--- src/hw/rtl/wvt_pkg.sv ---
// Shared constants, command and register codes, and divider interface types
// for the window-to-viewport transform. No dependencies.
package wvt_pkg;

  // Fraction bits of the fixed-point scale
  localparam int unsigned FRAC_BITS = 14;

  // Divider widths: dividend magnitude up to 32 + FRAC_BITS bits, divisor 32 bits
  localparam int unsigned NUM_W = 32 + FRAC_BITS;
  localparam int unsigned DEN_W = 32;
  localparam int unsigned CNT_W = $clog2(NUM_W + 1);

  localparam logic [31:0] SCALE_ONE  = 32'd1 << FRAC_BITS;
  localparam logic [15:0] EDGE_RESET = 16'd16384;

  // Commands
  localparam logic [1:0] CMD_MAP   = 2'd0;
  localparam logic [1:0] CMD_PLACE = 2'd1;
  localparam logic [1:0] CMD_SIZE  = 2'd2;
  localparam logic [1:0] CMD_INV   = 2'd3;

  // Configuration register indexes
  localparam logic [2:0] REG_WORLD_LEFT   = 3'd0;
  localparam logic [2:0] REG_WORLD_TOP    = 3'd1;
  localparam logic [2:0] REG_WORLD_RIGHT  = 3'd2;
  localparam logic [2:0] REG_WORLD_BOTTOM = 3'd3;
  localparam logic [2:0] REG_VIEW_LEFT    = 3'd4;
  localparam logic [2:0] REG_VIEW_TOP     = 3'd5;
  localparam logic [2:0] REG_VIEW_RIGHT   = 3'd6;
  localparam logic [2:0] REG_VIEW_BOTTOM  = 3'd7;

  typedef struct packed {
    logic             start;
    logic [NUM_W-1:0] num;
    logic [DEN_W-1:0] den;
  } div_req_t;

  typedef struct packed {
    logic             busy;
    logic             done;
    logic [NUM_W-1:0] quo;
  } div_rsp_t;

endpackage

--- src/hw/rtl/wvt_div.sv ---
// Unsigned restoring divider, one quotient bit per cycle.
// Depends on wvt_pkg for widths and the request/response structs.
module wvt_div (
  input  logic              clk_i,
  input  logic              rst_ni,
  input  wvt_pkg::div_req_t req_i,
  output wvt_pkg::div_rsp_t rsp_o
);

  logic [wvt_pkg::CNT_W-1:0] cnt_q, cnt_d;
  logic                      busy_q, busy_d;
  logic                      done_q, done_d;
  logic [wvt_pkg::NUM_W-1:0] quo_q, quo_d;
  logic [wvt_pkg::DEN_W-1:0] rem_q, rem_d;
  logic [wvt_pkg::DEN_W-1:0] den_q, den_d;
  logic [wvt_pkg::DEN_W:0]   shifted;
  logic                      fits;

  always_comb begin
    shifted = {rem_q, quo_q[wvt_pkg::NUM_W-1]};
    fits    = shifted >= {1'b0, den_q};
    cnt_d   = cnt_q;
    busy_d  = busy_q;
    done_d  = 1'b0;
    quo_d   = quo_q;
    rem_d   = rem_q;
    den_d   = den_q;
    if (req_i.start) begin
      cnt_d  = wvt_pkg::CNT_W'(wvt_pkg::NUM_W);
      busy_d = 1'b1;
      quo_d  = req_i.num;
      rem_d  = '0;
      den_d  = req_i.den;
    end else if (busy_q) begin
      quo_d = {quo_q[wvt_pkg::NUM_W-2:0], fits};
      rem_d = fits ? wvt_pkg::DEN_W'(shifted - {1'b0, den_q})
                   : shifted[wvt_pkg::DEN_W-1:0];
      cnt_d = cnt_q - 1'b1;
      if (cnt_q == wvt_pkg::CNT_W'(1)) begin
        busy_d = 1'b0;
        done_d = 1'b1;
      end
    end
  end

  always_ff @(posedge clk_i or negedge rst_ni) begin
    if (!rst_ni) begin
      cnt_q  <= '0;
      busy_q <= 1'b0;
      done_q <= 1'b0;
    end else begin
      cnt_q  <= cnt_d;
      busy_q <= busy_d;
      done_q <= done_d;
    end
  end

  always_ff @(posedge clk_i) begin
    quo_q <= quo_d;
    rem_q <= rem_d;
    den_q <= den_d;
  end

  assign rsp_o.busy = busy_q;
  assign rsp_o.done = done_q;
  assign rsp_o.quo  = quo_q;

endmodule

--- src/hw/rtl/window_viewport_transform.sv ---
// Window-to-viewport transform: sequencer, shared multiplier and register state.
// Depends on wvt_pkg and wvt_div.
//
//   channel | direction | handshake                  | payload
//   --------+-----------+----------------------------+-------------------------------
//   in      | input     | in_valid_i / in_stall_o    | command_i, x_in_i, y_in_i
//   out     | output    | out_valid_o / out_stall_i  | out_x_o, out_y_o, start_x_o/_y_o
//   cfg     | input     | cfg_we_i (no wait)         | cfg_idx_i, cfg_data_i
//
// One item at a time; both axes go through the same multiplier and divider in turn.
// Place and size use only the multiplier; inverse divides up to once per axis and map
// up to twice, on the one-bit-per-cycle divider. A finished item waits in the output
// register while the next item is taken. No clearing pass after reset; a stalled
// output holds the sequencer only at its final step.
module window_viewport_transform (
  input  logic        clk_i,
  input  logic        rst_ni,
  input  logic        in_valid_i,
  output logic        in_stall_o,
  input  logic [1:0]  command_i,
  input  logic [15:0] x_in_i,
  input  logic [15:0] y_in_i,
  output logic        out_valid_o,
  input  logic        out_stall_i,
  output logic [31:0] out_x_o,
  output logic [31:0] out_y_o,
  output logic [15:0] start_x_o,
  output logic [15:0] start_y_o,
  input  logic        cfg_we_i,
  input  logic [2:0]  cfg_idx_i,
  input  logic [15:0] cfg_data_i
);

  localparam logic [3:0] S_IDLE  = 4'd0;
  localparam logic [3:0] S_SPAN  = 4'd1;
  localparam logic [3:0] S_SDIV  = 4'd2;
  localparam logic [3:0] S_MUL1  = 4'd3;
  localparam logic [3:0] S_MUL2  = 4'd4;
  localparam logic [3:0] S_ODIV  = 4'd5;
  localparam logic [3:0] S_OWAIT = 4'd6;
  localparam logic [3:0] S_FMUL  = 4'd7;
  localparam logic [3:0] S_FADD  = 4'd8;
  localparam logic [3:0] S_IDIV  = 4'd9;
  localparam logic [3:0] S_IWAIT = 4'd10;
  localparam logic [3:0] S_OUT   = 4'd11;

  // control and architectural state
  logic [3:0]  state_q, state_d;
  logic        axis_q, axis_d;
  logic        out_valid_q, out_valid_d;
  logic [15:0] world_left_q, world_left_d, world_top_q, world_top_d;
  logic [15:0] world_right_q, world_right_d, world_bottom_q, world_bottom_d;
  logic [15:0] view_left_q, view_left_d, view_top_q, view_top_d;
  logic [15:0] view_right_q, view_right_d, view_bottom_q, view_bottom_d;
  logic [31:0] scale_x_q, scale_x_d, scale_y_q, scale_y_d;
  logic [31:0] offset_x_q, offset_x_d, offset_y_q, offset_y_d;
  logic [15:0] pen_x_q, pen_x_d, pen_y_q, pen_y_d;

  // payload
  logic [1:0]         cmd_q, cmd_d;
  logic [15:0]        x_q, x_d, y_q, y_d;
  logic               sign_q, sign_d;
  logic [32:0]        p1_q, p1_d;
  logic signed [48:0] prod_q, prod_d;
  logic [31:0]        res_x_q, res_x_d, res_y_q, res_y_d;
  logic [31:0]        out_x_q, out_x_d, out_y_q, out_y_d;
  logic [15:0]        start_x_q, start_x_d, start_y_q, start_y_d;

  // datapath
  logic [15:0]        sel_wl, sel_wh, sel_vl, sel_vh;
  logic [16:0]        wspan, vspan, wmag, vmag;
  logic [15:0]        cur_c;
  logic [31:0]        cur_scale, cur_offset, smag;
  logic signed [16:0] mul_a;
  logic signed [31:0] mul_b;
  logic [32:0]        onum, omag;
  logic signed [48:0] fsh;
  logic [31:0]        fsum;
  logic [33:0]        idiff, imag;
  logic [31:0]        q32, qs, qscale;
  logic               in_acc, out_load;

  wvt_pkg::div_req_t div_req;
  wvt_pkg::div_rsp_t div_rsp;

  wvt_div u_div (
    .clk_i  (clk_i),
    .rst_ni (rst_ni),
    .req_i  (div_req),
    .rsp_o  (div_rsp)
  );

  always_comb begin
    sel_wl = axis_q ? world_top_q    : world_left_q;
    sel_wh = axis_q ? world_bottom_q : world_right_q;
    sel_vl = axis_q ? view_top_q     : view_left_q;
    sel_vh = axis_q ? view_bottom_q  : view_right_q;
    wspan  = {sel_wh[15], sel_wh} - {sel_wl[15], sel_wl};
    vspan  = {sel_vh[15], sel_vh} - {sel_vl[15], sel_vl};
    wmag   = wspan[16] ? -wspan : wspan;
    vmag   = vspan[16] ? -vspan : vspan;

    cur_c      = axis_q ? y_q        : x_q;
    cur_scale  = axis_q ? scale_y_q  : scale_x_q;
    cur_offset = axis_q ? offset_y_q : offset_x_q;
    smag       = cur_scale[31] ? -cur_scale : cur_scale;

    case (state_q)
      S_MUL1: begin
        mul_a = {sel_vl[15], sel_vl};
        mul_b = {{16{sel_wh[15]}}, sel_wh};
      end
      S_MUL2: begin
        mul_a = {sel_wl[15], sel_wl};
        mul_b = {{16{sel_vh[15]}}, sel_vh};
      end
      default: begin
        mul_a = {1'b0, cur_c};
        mul_b = cur_scale;
      end
    endcase
    prod_d = mul_a * mul_b;

    // cross product of the edges; each product fits 31 bits plus sign
    onum = p1_q - prod_q[32:0];
    omag = onum[32] ? -onum : onum;

    fsh  = prod_q >>> wvt_pkg::FRAC_BITS;
    fsum = fsh[31:0] + ((cmd_q == wvt_pkg::CMD_PLACE) ? cur_offset : 32'd0);

    idiff = {18'd0, cur_c} - {{2{cur_offset[31]}}, cur_offset};
    imag  = idiff[33] ? -idiff : idiff;

    q32    = div_rsp.quo[31:0];
    qs     = sign_q ? -q32 : q32;
    qscale = (qs == 32'd0) ? 32'd1 : qs;
  end

  assign in_acc   = in_valid_i && (state_q == S_IDLE);
  assign out_load = (state_q == S_OUT) && (!out_valid_q || !out_stall_i);

  always_comb begin
    state_d        = state_q;
    axis_d         = axis_q;
    out_valid_d    = out_valid_q;
    world_left_d   = world_left_q;
    world_top_d    = world_top_q;
    world_right_d  = world_right_q;
    world_bottom_d = world_bottom_q;
    view_left_d    = view_left_q;
    view_top_d     = view_top_q;
    view_right_d   = view_right_q;
    view_bottom_d  = view_bottom_q;
    scale_x_d      = scale_x_q;
    scale_y_d      = scale_y_q;
    offset_x_d     = offset_x_q;
    offset_y_d     = offset_y_q;
    pen_x_d        = pen_x_q;
    pen_y_d        = pen_y_q;
    cmd_d          = cmd_q;
    x_d            = x_q;
    y_d            = y_q;
    sign_d         = sign_q;
    p1_d           = p1_q;
    res_x_d        = res_x_q;
    res_y_d        = res_y_q;
    out_x_d        = out_x_q;
    out_y_d        = out_y_q;
    start_x_d      = start_x_q;
    start_y_d      = start_y_q;
    div_req.start  = 1'b0;
    div_req.num    = '0;
    div_req.den    = '0;

    if (cfg_we_i) begin
      case (cfg_idx_i)
        wvt_pkg::REG_WORLD_LEFT:   world_left_d   = cfg_data_i;
        wvt_pkg::REG_WORLD_TOP:    world_top_d    = cfg_data_i;
        wvt_pkg::REG_WORLD_RIGHT:  world_right_d  = cfg_data_i;
        wvt_pkg::REG_WORLD_BOTTOM: world_bottom_d = cfg_data_i;
        wvt_pkg::REG_VIEW_LEFT:    view_left_d    = cfg_data_i;
        wvt_pkg::REG_VIEW_TOP:     view_top_d     = cfg_data_i;
        wvt_pkg::REG_VIEW_RIGHT:   view_right_d   = cfg_data_i;
        wvt_pkg::REG_VIEW_BOTTOM:  view_bottom_d  = cfg_data_i;
        default: ;
      endcase
    end

    if (out_valid_q && !out_stall_i) begin
      out_valid_d = 1'b0;
    end

    case (state_q)
      S_IDLE: begin
        if (in_acc) begin
          cmd_d  = command_i;
          x_d    = x_in_i;
          y_d    = y_in_i;
          axis_d = 1'b0;
          case (command_i)
            wvt_pkg::CMD_MAP:   state_d = S_SPAN;
            wvt_pkg::CMD_PLACE: state_d = S_FMUL;
            wvt_pkg::CMD_SIZE:  state_d = S_FMUL;
            default:            state_d = S_IDIV;
          endcase
        end
      end
      S_SPAN: begin
        if (wspan == 17'd0) begin
          // degenerate world window: raw scale of one, no translation
          if (axis_q) begin
            scale_y_d  = 32'd1;
            offset_y_d = 32'd0;
            state_d    = S_OUT;
          end else begin
            scale_x_d  = 32'd1;
            offset_x_d = 32'd0;
            axis_d     = 1'b1;
          end
        end else begin
          div_req.start = 1'b1;
          div_req.num   = wvt_pkg::NUM_W'(vmag[15:0]) << wvt_pkg::FRAC_BITS;
          div_req.den   = wvt_pkg::DEN_W'(wmag[15:0]);
          sign_d        = vspan[16] ^ wspan[16];
          state_d       = S_SDIV;
        end
      end
      S_SDIV: begin
        if (div_rsp.done) begin
          if (axis_q) begin
            scale_y_d = qscale;
          end else begin
            scale_x_d = qscale;
          end
          state_d = S_MUL1;
        end
      end
      S_MUL1: begin
        state_d = S_MUL2;
      end
      S_MUL2: begin
        p1_d    = prod_q[32:0];
        state_d = S_ODIV;
      end
      S_ODIV: begin
        div_req.start = 1'b1;
        div_req.num   = wvt_pkg::NUM_W'(omag[31:0]);
        div_req.den   = wvt_pkg::DEN_W'(wmag[15:0]);
        sign_d        = onum[32] ^ wspan[16];
        state_d       = S_OWAIT;
      end
      S_OWAIT: begin
        if (div_rsp.done) begin
          if (axis_q) begin
            offset_y_d = qs;
            state_d    = S_OUT;
          end else begin
            offset_x_d = qs;
            axis_d     = 1'b1;
            state_d    = S_SPAN;
          end
        end
      end
      S_FMUL: begin
        state_d = S_FADD;
      end
      S_FADD: begin
        if (axis_q) begin
          res_y_d = fsum;
          state_d = S_OUT;
        end else begin
          res_x_d = fsum;
          axis_d  = 1'b1;
          state_d = S_FMUL;
        end
      end
      S_IDIV: begin
        if (cur_scale == 32'd0) begin
          if (axis_q) begin
            res_y_d = 32'd0;
            state_d = S_OUT;
          end else begin
            res_x_d = 32'd0;
            axis_d  = 1'b1;
          end
        end else begin
          div_req.start = 1'b1;
          div_req.num   = wvt_pkg::NUM_W'(imag[31:0]) << wvt_pkg::FRAC_BITS;
          div_req.den   = smag;
          sign_d        = idiff[33] ^ cur_scale[31];
          state_d       = S_IWAIT;
        end
      end
      S_IWAIT: begin
        if (div_rsp.done) begin
          if (axis_q) begin
            res_y_d = qs;
            state_d = S_OUT;
          end else begin
            res_x_d = qs;
            axis_d  = 1'b1;
            state_d = S_IDIV;
          end
        end
      end
      S_OUT: begin
        if (out_load) begin
          out_valid_d = 1'b1;
          out_x_d     = (cmd_q == wvt_pkg::CMD_MAP) ? 32'd0 : res_x_q;
          out_y_d     = (cmd_q == wvt_pkg::CMD_MAP) ? 32'd0 : res_y_q;
          start_x_d   = pen_x_q;
          start_y_d   = pen_y_q;
          if (cmd_q == wvt_pkg::CMD_PLACE) begin
            pen_x_d = res_x_q[15:0];
            pen_y_d = res_y_q[15:0];
          end
          state_d = S_IDLE;
        end
      end
      default: begin
        state_d = S_IDLE;
      end
    endcase
  end

  always_ff @(posedge clk_i or negedge rst_ni) begin
    if (!rst_ni) begin
      state_q        <= S_IDLE;
      axis_q         <= 1'b0;
      out_valid_q    <= 1'b0;
      world_left_q   <= 16'd0;
      world_top_q    <= 16'd0;
      world_right_q  <= wvt_pkg::EDGE_RESET;
      world_bottom_q <= wvt_pkg::EDGE_RESET;
      view_left_q    <= 16'd0;
      view_top_q     <= 16'd0;
      view_right_q   <= wvt_pkg::EDGE_RESET;
      view_bottom_q  <= wvt_pkg::EDGE_RESET;
      scale_x_q      <= wvt_pkg::SCALE_ONE;
      scale_y_q      <= wvt_pkg::SCALE_ONE;
      offset_x_q     <= 32'd0;
      offset_y_q     <= 32'd0;
      pen_x_q        <= 16'd0;
      pen_y_q        <= 16'd0;
    end else begin
      state_q        <= state_d;
      axis_q         <= axis_d;
      out_valid_q    <= out_valid_d;
      world_left_q   <= world_left_d;
      world_top_q    <= world_top_d;
      world_right_q  <= world_right_d;
      world_bottom_q <= world_bottom_d;
      view_left_q    <= view_left_d;
      view_top_q     <= view_top_d;
      view_right_q   <= view_right_d;
      view_bottom_q  <= view_bottom_d;
      scale_x_q      <= scale_x_d;
      scale_y_q      <= scale_y_d;
      offset_x_q     <= offset_x_d;
      offset_y_q     <= offset_y_d;
      pen_x_q        <= pen_x_d;
      pen_y_q        <= pen_y_d;
    end
  end

  always_ff @(posedge clk_i) begin
    cmd_q     <= cmd_d;
    x_q       <= x_d;
    y_q       <= y_d;
    sign_q    <= sign_d;
    p1_q      <= p1_d;
    prod_q    <= prod_d;
    res_x_q   <= res_x_d;
    res_y_q   <= res_y_d;
    out_x_q   <= out_x_d;
    out_y_q   <= out_y_d;
    start_x_q <= start_x_d;
    start_y_q <= start_y_d;
  end

  assign in_stall_o  = (state_q != S_IDLE);
  assign out_valid_o = out_valid_q;
  assign out_x_o     = out_x_q;
  assign out_y_o     = out_y_q;
  assign start_x_o   = start_x_q;
  assign start_y_o   = start_y_q;

`ifndef SYNTHESIS
  // a new result only ever comes out of the final sequencer step
  a_out_from_seq: assert property (@(posedge clk_i) disable iff (!rst_ni)
    $rose(out_valid_o) |-> $past(state_q == S_OUT))
    else $error("result raised outside the output step");

  // the divider finishes only while the sequencer waits for it
  a_div_done_wait: assert property (@(posedge clk_i) disable iff (!rst_ni)
    div_rsp.done |-> (state_q == S_SDIV || state_q == S_OWAIT || state_q == S_IWAIT))
    else $error("divider result with no step waiting for it");

  // a zero scale is never stored
  a_scale_nonzero: assert property (@(posedge clk_i) disable iff (!rst_ni)
    (scale_x_q != 32'd0) && (scale_y_q != 32'd0))
    else $error("zero scale stored");

  // the pen moves only when a place item completes
  a_pen_on_place: assert property (@(posedge clk_i) disable iff (!rst_ni)
    !$stable(pen_x_q) |-> $past(out_load && cmd_q == wvt_pkg::CMD_PLACE))
    else $error("pen changed outside a place item");
`endif

endmodule
--- config.mk ---
export PLATFORM = sky130hd
export DESIGN_NAME = window_viewport_transform
export DESIGN_NICKNAME = d
export VERILOG_FILES = /design/src/hw/rtl/wvt_pkg.sv /design/src/hw/rtl/wvt_div.sv /design/src/hw/rtl/window_viewport_transform.sv
export SDC_FILE = /design/constraint.sdc
export NUM_CORES = 2
export LEC_CHECK = 0
export BUFFER_PORTS_ARGS = -buffer_cell sky130_fd_sc_hd__buf_2
export CORE_MARGIN = 2
export CORE_UTILIZATION = 35
export CTS_CLUSTER_DIAMETER = 100
export DETAILED_ROUTE_END_ITERATION = 12
export PLACE_DENSITY = 0.54
export SETUP_SLACK_MARGIN = 0.3
export SLEW_MARGIN = 0
export SYNTH_ARGS = -nofsm -noshare
export SYNTH_HDL_FRONTEND = slang
export SYNTH_SLANG_ARGS = --single-unit
--- constraint.sdc ---
create_clock -name clk_i -period 18.44 [get_ports clk_i]
set_input_delay 0.922 -clock clk_i [delete_from_list [all_inputs] [get_ports clk_i]]
set_output_delay 0.922 -clock clk_i [all_outputs]
set_load 0.005 [all_outputs]
== Yosys cells after proc, flatten, opt, wreduce, memory -nomap -nowiden ==
Cells that the tools add are included.

* $mul: 1
* Bitwise logic cells: 3
* Eq/ne operators: 44
* $add $sub $neg: 13
* Reduce and logical (&&, ||, !) cells: 42
* Multiplexer cells: 81
* $lt $le $gt $ge: 1

{| class="wikitable"
|+ Operators with widths
! kind !! count
|-
| 32-bit two-way mux || 29
|-
| 32-bit case mux with 2 select lines || 5
|-
| 79-bit case mux with 3 select lines || 1
|-
| 32-bit case mux with 3 select lines || 2
|-
| 79-bit two-way mux || 2
|-
| 32-bit negator || 4
|-
| 16-bit two-way mux || 7
|-
| 46-bit two-way mux || 2
|-
| 32-bit zero test || 2
|-
| 4-bit case mux with 12 select lines || 1
|-
| 17-bit by 32-bit multiplier with 46-bit output || 1
|-
| 4-bit two-way mux || 10
|-
| 2-bit inequality test, second input constant || 18
|-
| 17-bit case mux with 2 select lines || 1
|-
| 16-bit by 16-bit subtractor with 17-bit output || 2
|-
| 33-bit by 32-bit greater-or-equal comparator with 1-bit output || 1
|-
| 17-bit by 32-bit subtractor with 33-bit output || 1
|-
| 33-bit subtractor || 1
|-
| 32-bit adder || 1
|-
| 16-bit negator || 2
|-
| 32-bit subtractor || 1
|-
| 5-bit AND reduction || 6
|-
| 2-bit AND reduction || 10
|-
| 17-bit zero test || 1
|-
| other kinds (32) || 74
|}

* Register bits: 686
* Output and inout bits: 98
* Logic and storage cells: 220
* Bits of input ports: 58

== Longest topological paths before layout ==
* Depth after elaboration: 7
* Gate-level depth with buffers: 38
* Gate-level depth less buffers: 31

== Hierarchy ==
From an unflattened synthesis, not the netlist that was laid out.

* Cell total of the unflattened synthesis: 5741
* Area, all modules: 57212.4 sq um

{| class="wikitable"
|+ By module, submodules not included
! module !! cells an instance !! times used !! sequential area each (sq um) !! area each (sq um)
|-
| window_viewport_transform || 5131 || 1 || 15132.0 || 50424.6
|-
| wvt_div || 610 || 1 || 3183.1 || 6787.8
|}

== Worst setup path before layout ==
OpenSTA, ideal clock, no wires.

* Path kind: reg-to-reg
* From: register axis_q
* To: register prod_q[45]
* Data required time: 18322 ps
* Period minus slack after synthesis: 8724 ps
* Arrival: 8606 ps
* Path buffers: 8
* Stages on the path, launching flop included: 35
* Library setup time: 118 ps
* Slack: 9716 ps
* Cells stage by stage: dfrtp_1 -> buf_2 -> buf_2 -> buf_2 -> buf_4 -> buf_4 -> buf_4 -> buf_2 -> buf_2 -> mux2_2 -> a221oi_1 -> nor2_1 -> fa_1 -> inv_1 -> fa_1 -> fa_1 -> fa_1 -> inv_1 -> fa_1 -> inv_1 -> fa_1 -> inv_1 -> ha_1 -> a21o_1 -> a21oi_1 -> nor2b_1 -> o311a_1 -> o21ai_0 -> o31a_1 -> a31oi_1 -> o31ai_1 -> nand2_1 -> nor2_1 -> o41a_1 -> xnor2_1

* Cells in the longest elaborated chain, start to end: 3
* Elaborated cells between the ends (all ways): 9
* Those cells by class: mul (1); mux (8)

{| class="wikitable"
|+ RTL lines
! item !! RTL line !! text
|-
| start: declaration || window_viewport_transform.sv:49 || <nowiki>logic axis_q, axis_d;</nowiki>
|-
| start signal: assignment || window_viewport_transform.sv:347 || <nowiki>axis_q <= axis_d;</nowiki>
|-
| 16-bit two-way mux, or another cell as far along || window_viewport_transform.sv:103 || <nowiki>cur_c = axis_q ? y_q : x_q;</nowiki>
|-
| 17-bit case mux with 2 select lines / 32-bit case mux with 2 select lines (equally long branches) || window_viewport_transform.sv:108 || <nowiki>case (state_q)</nowiki>
|-
| 17-bit by 32-bit multiplier with 46-bit output * || window_viewport_transform.sv:122 || <nowiki>prod_d = mul_a * mul_b;</nowiki>
|-
| named net prod_d[45] || window_viewport_transform.sv:64 || <nowiki>logic signed [48:0] prod_q, prod_d;</nowiki>
|-
| end signal: assignment || window_viewport_transform.sv:372 || <nowiki>prod_q <= prod_d;</nowiki>
|-
| end: declaration || window_viewport_transform.sv:64 ||
|}

Mark *: on every way through the listed nets, which the timed path passes. The rest lies on a longest branch.
A chain may end at the register's enable or synchronous reset.

== Worst setup path in the final report ==
* From: register state_q[3]
* To: register prod_q[42]

* Cells in the longest elaborated chain, start to end: 3
* Elaborated cells between the ends (all ways): 5
* Those cells by class: mul (1); eq/ne (2); mux (2)

{| class="wikitable"
|+ RTL lines
! item !! RTL line !! text
|-
| start: declaration || window_viewport_transform.sv:48 || <nowiki>logic [3:0] state_q, state_d;</nowiki>
|-
| start signal: assignment || window_viewport_transform.sv:346 || <nowiki>state_q <= state_d;</nowiki>
|-
| 4-bit by 3-bit equality test with 1-bit output / 4-bit by 2-bit equality test with 1-bit output (equally long branches) || window_viewport_transform.sv:108 ||
|-
| 17-bit case mux with 2 select lines / 32-bit case mux with 2 select lines (equally long branches) || window_viewport_transform.sv:108 ||
|-
| 17-bit by 32-bit multiplier with 46-bit output * || window_viewport_transform.sv:122 ||
|-
| named net prod_d[42] || window_viewport_transform.sv:64 ||
|}

Marked as above.

==> out/qor.csv <==
metric,value,unit
yosys_warnings,0,
yosysSeqAreaShare,32.5,%
ioPinCount,156,
place_congestion,0.952,
finalMaxSlewViolations,0,
r2r_setup_slack,8.04,ns
synth-edff-count,306,
ys_ff_latch,686,
h-tree-depth,3,
yosysTopAreaCellShare,17.9,%
syn2layout_area_growth,11.4,%
r2r_cells,31,
first_global_vias,42400,
die_height,405,um
placementRows,147,
netlist_area,0.0563,mm2
cts_sinks,686,
worstReg2RegStart,state_q[3],
status,"complete, no violations",
cts_root_buf,clkbuf_16,
hold_ws,0.286,ns
post-cts-setup-buffer-count,0,
worst_pin_slew,1.37,ns
synth_cell_types,113,
grt_pass1_wl,270000,um
antenna_left,0,
cts_buffer_depth,3,
antenna_found_initial,7,
via_per_inst,5.32,
syn_avg_cell_area,9.97,um2
clkTransAtPathRegs,0.06,ns
p_leak,0.0287,uW
clk_latency,0.71,ns
fp.dieW,405,um
rr_endpoint,prod_q[42],
ir_drop,0.0650,mV
drcViolationCount,0,
die_area,0.164,mm2
totalWireLength,179000,um
firstDrtPassIters,7,
cp_num_cells,31,
endpoint_kind,register,
finalSetupViolations,0,
hp-class,input port to async pin,
cp_slowest_cell,a21oi_1,
crit_start,state_q[3],
routedWlPerCell,22.4,um
endpoint,prod_q[42],
drive_above_1_share,14.1,%
final_nets,6599,
hold_violations,0,
synth.area.top_cells,"fa_1 (18%), edfxtp_1 (16%), dfrtp_1 (13%), ha_1 (5.8%), mux2_2 (5.1%)",
powerDensity,78.1,mW/mm2
post-place-ws,8.17,ns
critPathTopFamily,adder cells,
dpl.hpwl,139000,um
critPathLaunchType,register,
grt_util_all_layers,21.9,%
fin_crit_sh,56.4,%
syn-num-nets,6475,
synth_top_flop_cell,edfxtp_1,
cp_data_arrival_time,10.99,ns
overflow,0,
syn-instance-count,5650,
synthTopCellsByCount,"inv_1 (656), nor2_1 (570), nand2_1 (506), fa_1 (504), edfxtp_1 (306)",
rsz0062_at_grt,no,
cp.required,19.03,ns
cts_buffers,82,
max-cap-violations,0,
post-synth-top-area-cell,fa_1,
synth_most_common_cell,inv_1,
design.core.area,0.160,mm2
hold_buffers,0,
grt_max_degree,152,
num_vias,42600,
fin_worst_skew,0.0547,ns
cts_tree,done,
slew_headroom,8.26,%
path_class,register to register,
post_cts_resized,0,
fin_tns_setup,0,ns
worst-path-buf-inv,7,
period_minus_slack,10.40,ns
setup_ws,8.04,ns
crit_path_max_fanout,42,
max_clock_freq,0.0962,GHz
initial_core_util,35.2,%
async_reset_ff_share,44.0,%
num-fill-cells,15800,
drt_iter0_drc,3234,
max_stage_delay,0.77,ns
port_buffers,155,
[registers in the layout, indices dropped and copies added, names as in the netlist, 32 cells and up]
| register | count |
|---|---|
| offset_x_q | 32 |
| offset_y_q | 32 |
| out_x_o | 32 |
| out_y_o | 32 |
| p1_q | 33 |
| prod_q | 46 |
| res_x_q | 32 |
| res_y_q | 32 |
| scale_x_q | 32 |
| scale_y_q | 32 |
| u_div.den_q | 32 |
| u_div.quo_q | 46 |
| u_div.rem_q | 32 |
[how the worst min path moves through the flow]
stage | startpoint | endpoint | slack, ns | cells after the start
global route | rst_ni | pen_y_q[8] | 0.34 | 1
CTS | rst_ni | offset_x_q[7] | 0.30 | 1
global placement | prod_q[8] | p1_q[8] | 0.41 | 0
detailed placement | prod_q[7] | p1_q[7] | 0.42 | 0
finish | rst_ni | pen_x_q[10] | 0.29 | 1
floorplan | prod_q[10] | p1_q[10] | 0.41 | 0
[stage by stage]
stage	std cells	cell area, um2	utilization [%]	power [uW]
after floorplan	5650	56300	-	2860
after global placement	7850	59900	37.4	3200
after detailed placement	7850	59900	37.4	3210
after CTS	8004	62700	39.2	4930
after global routing	8004	62700	39.2	5150
final	8005	62700	39.2	4900
[kinds of logic after synthesis]
| family | Yosys count | synth area share (%) |
|---|---|---|
| and+or+nand+nor | 1567 | 12.7 |
| AOI/OAI and AO/OA | 1005 | 11.5 |
| buffers and inverters | 877 | 6.08 |
| adders and majority gates | 767 | 23.8 |
| DFF | 686 | 32.5 |
| muxes | 422 | 8.35 |
| xor gates and xnor gates | 326 | 5.07 |
[layer usage]
| metal | GRT usage, % | vias up | routed length [um] |
|---|---|---|---|
| met4 | 8.42 | 6 | 7250 |
| met2 | 35.1 | 1415 | 82100 |
| met3 | 4.04 | 326 | 12700 |
| met5 | 0 | - | 53 |
| met1 | 29.3 | 21400 | 77100 |
| li1 | - | 19400 | - |
[worst register-to-register path, delay by kind of cell, from the launching register on]
| family | cells | cell delay (ns) |
|---|---|---|
| adders and majority gates | 7 | 3.30 |
| AOI/OAI and AO/OA | 11 | 3.16 |
| buffers and inverters | 7 | 1.76 |
| and+or+nand+nor | 5 | 1.19 |
| DFF | 1 | 0.74 |
| xor gates and xnor gates | 1 | 0.14 |
[placed cells by master (no fill, tap or decap), types with 176 or more instances in the layout]
master	Yosys	final
xnor2_1	177	176
o21ai_0	186	185
fa_1	504	504
inv_1	656	654
mux2_2	256	256
nand2_1	506	504
edfxtp_1	306	306
dfrtp_1	296	294
ha_1	263	263
a21oi_1	239	228
nor2_1	570	566
[power breakdown]
part | leakage, uW | switching, uW | internal, uW
logic | 0.0202 | 834 | 578
registers | 0.00719 | 74.6 | 1720
clock network | 0.00137 | 712 | 980
total | 0.0287 | 1620 | 3280
[layout make-up]
type / count / area [um2] / area share, %
clock buffers: 111 / 2270 / 3.62
multi-input cells: 4087 / 34800 / 55.5
repair buffers: 259 / 1590 / 2.54
flip-flops and latches: 686 / 18300 / 29.2
clock inverters: 43 / 557 / 0.888
well taps: 2160 / 2700 / 4.31
diodes: 1 / 2.50 / 0.00399
inverters: 658 / 2470 / 3.94
No activity file was read; power rests on OpenSTA's default activity.
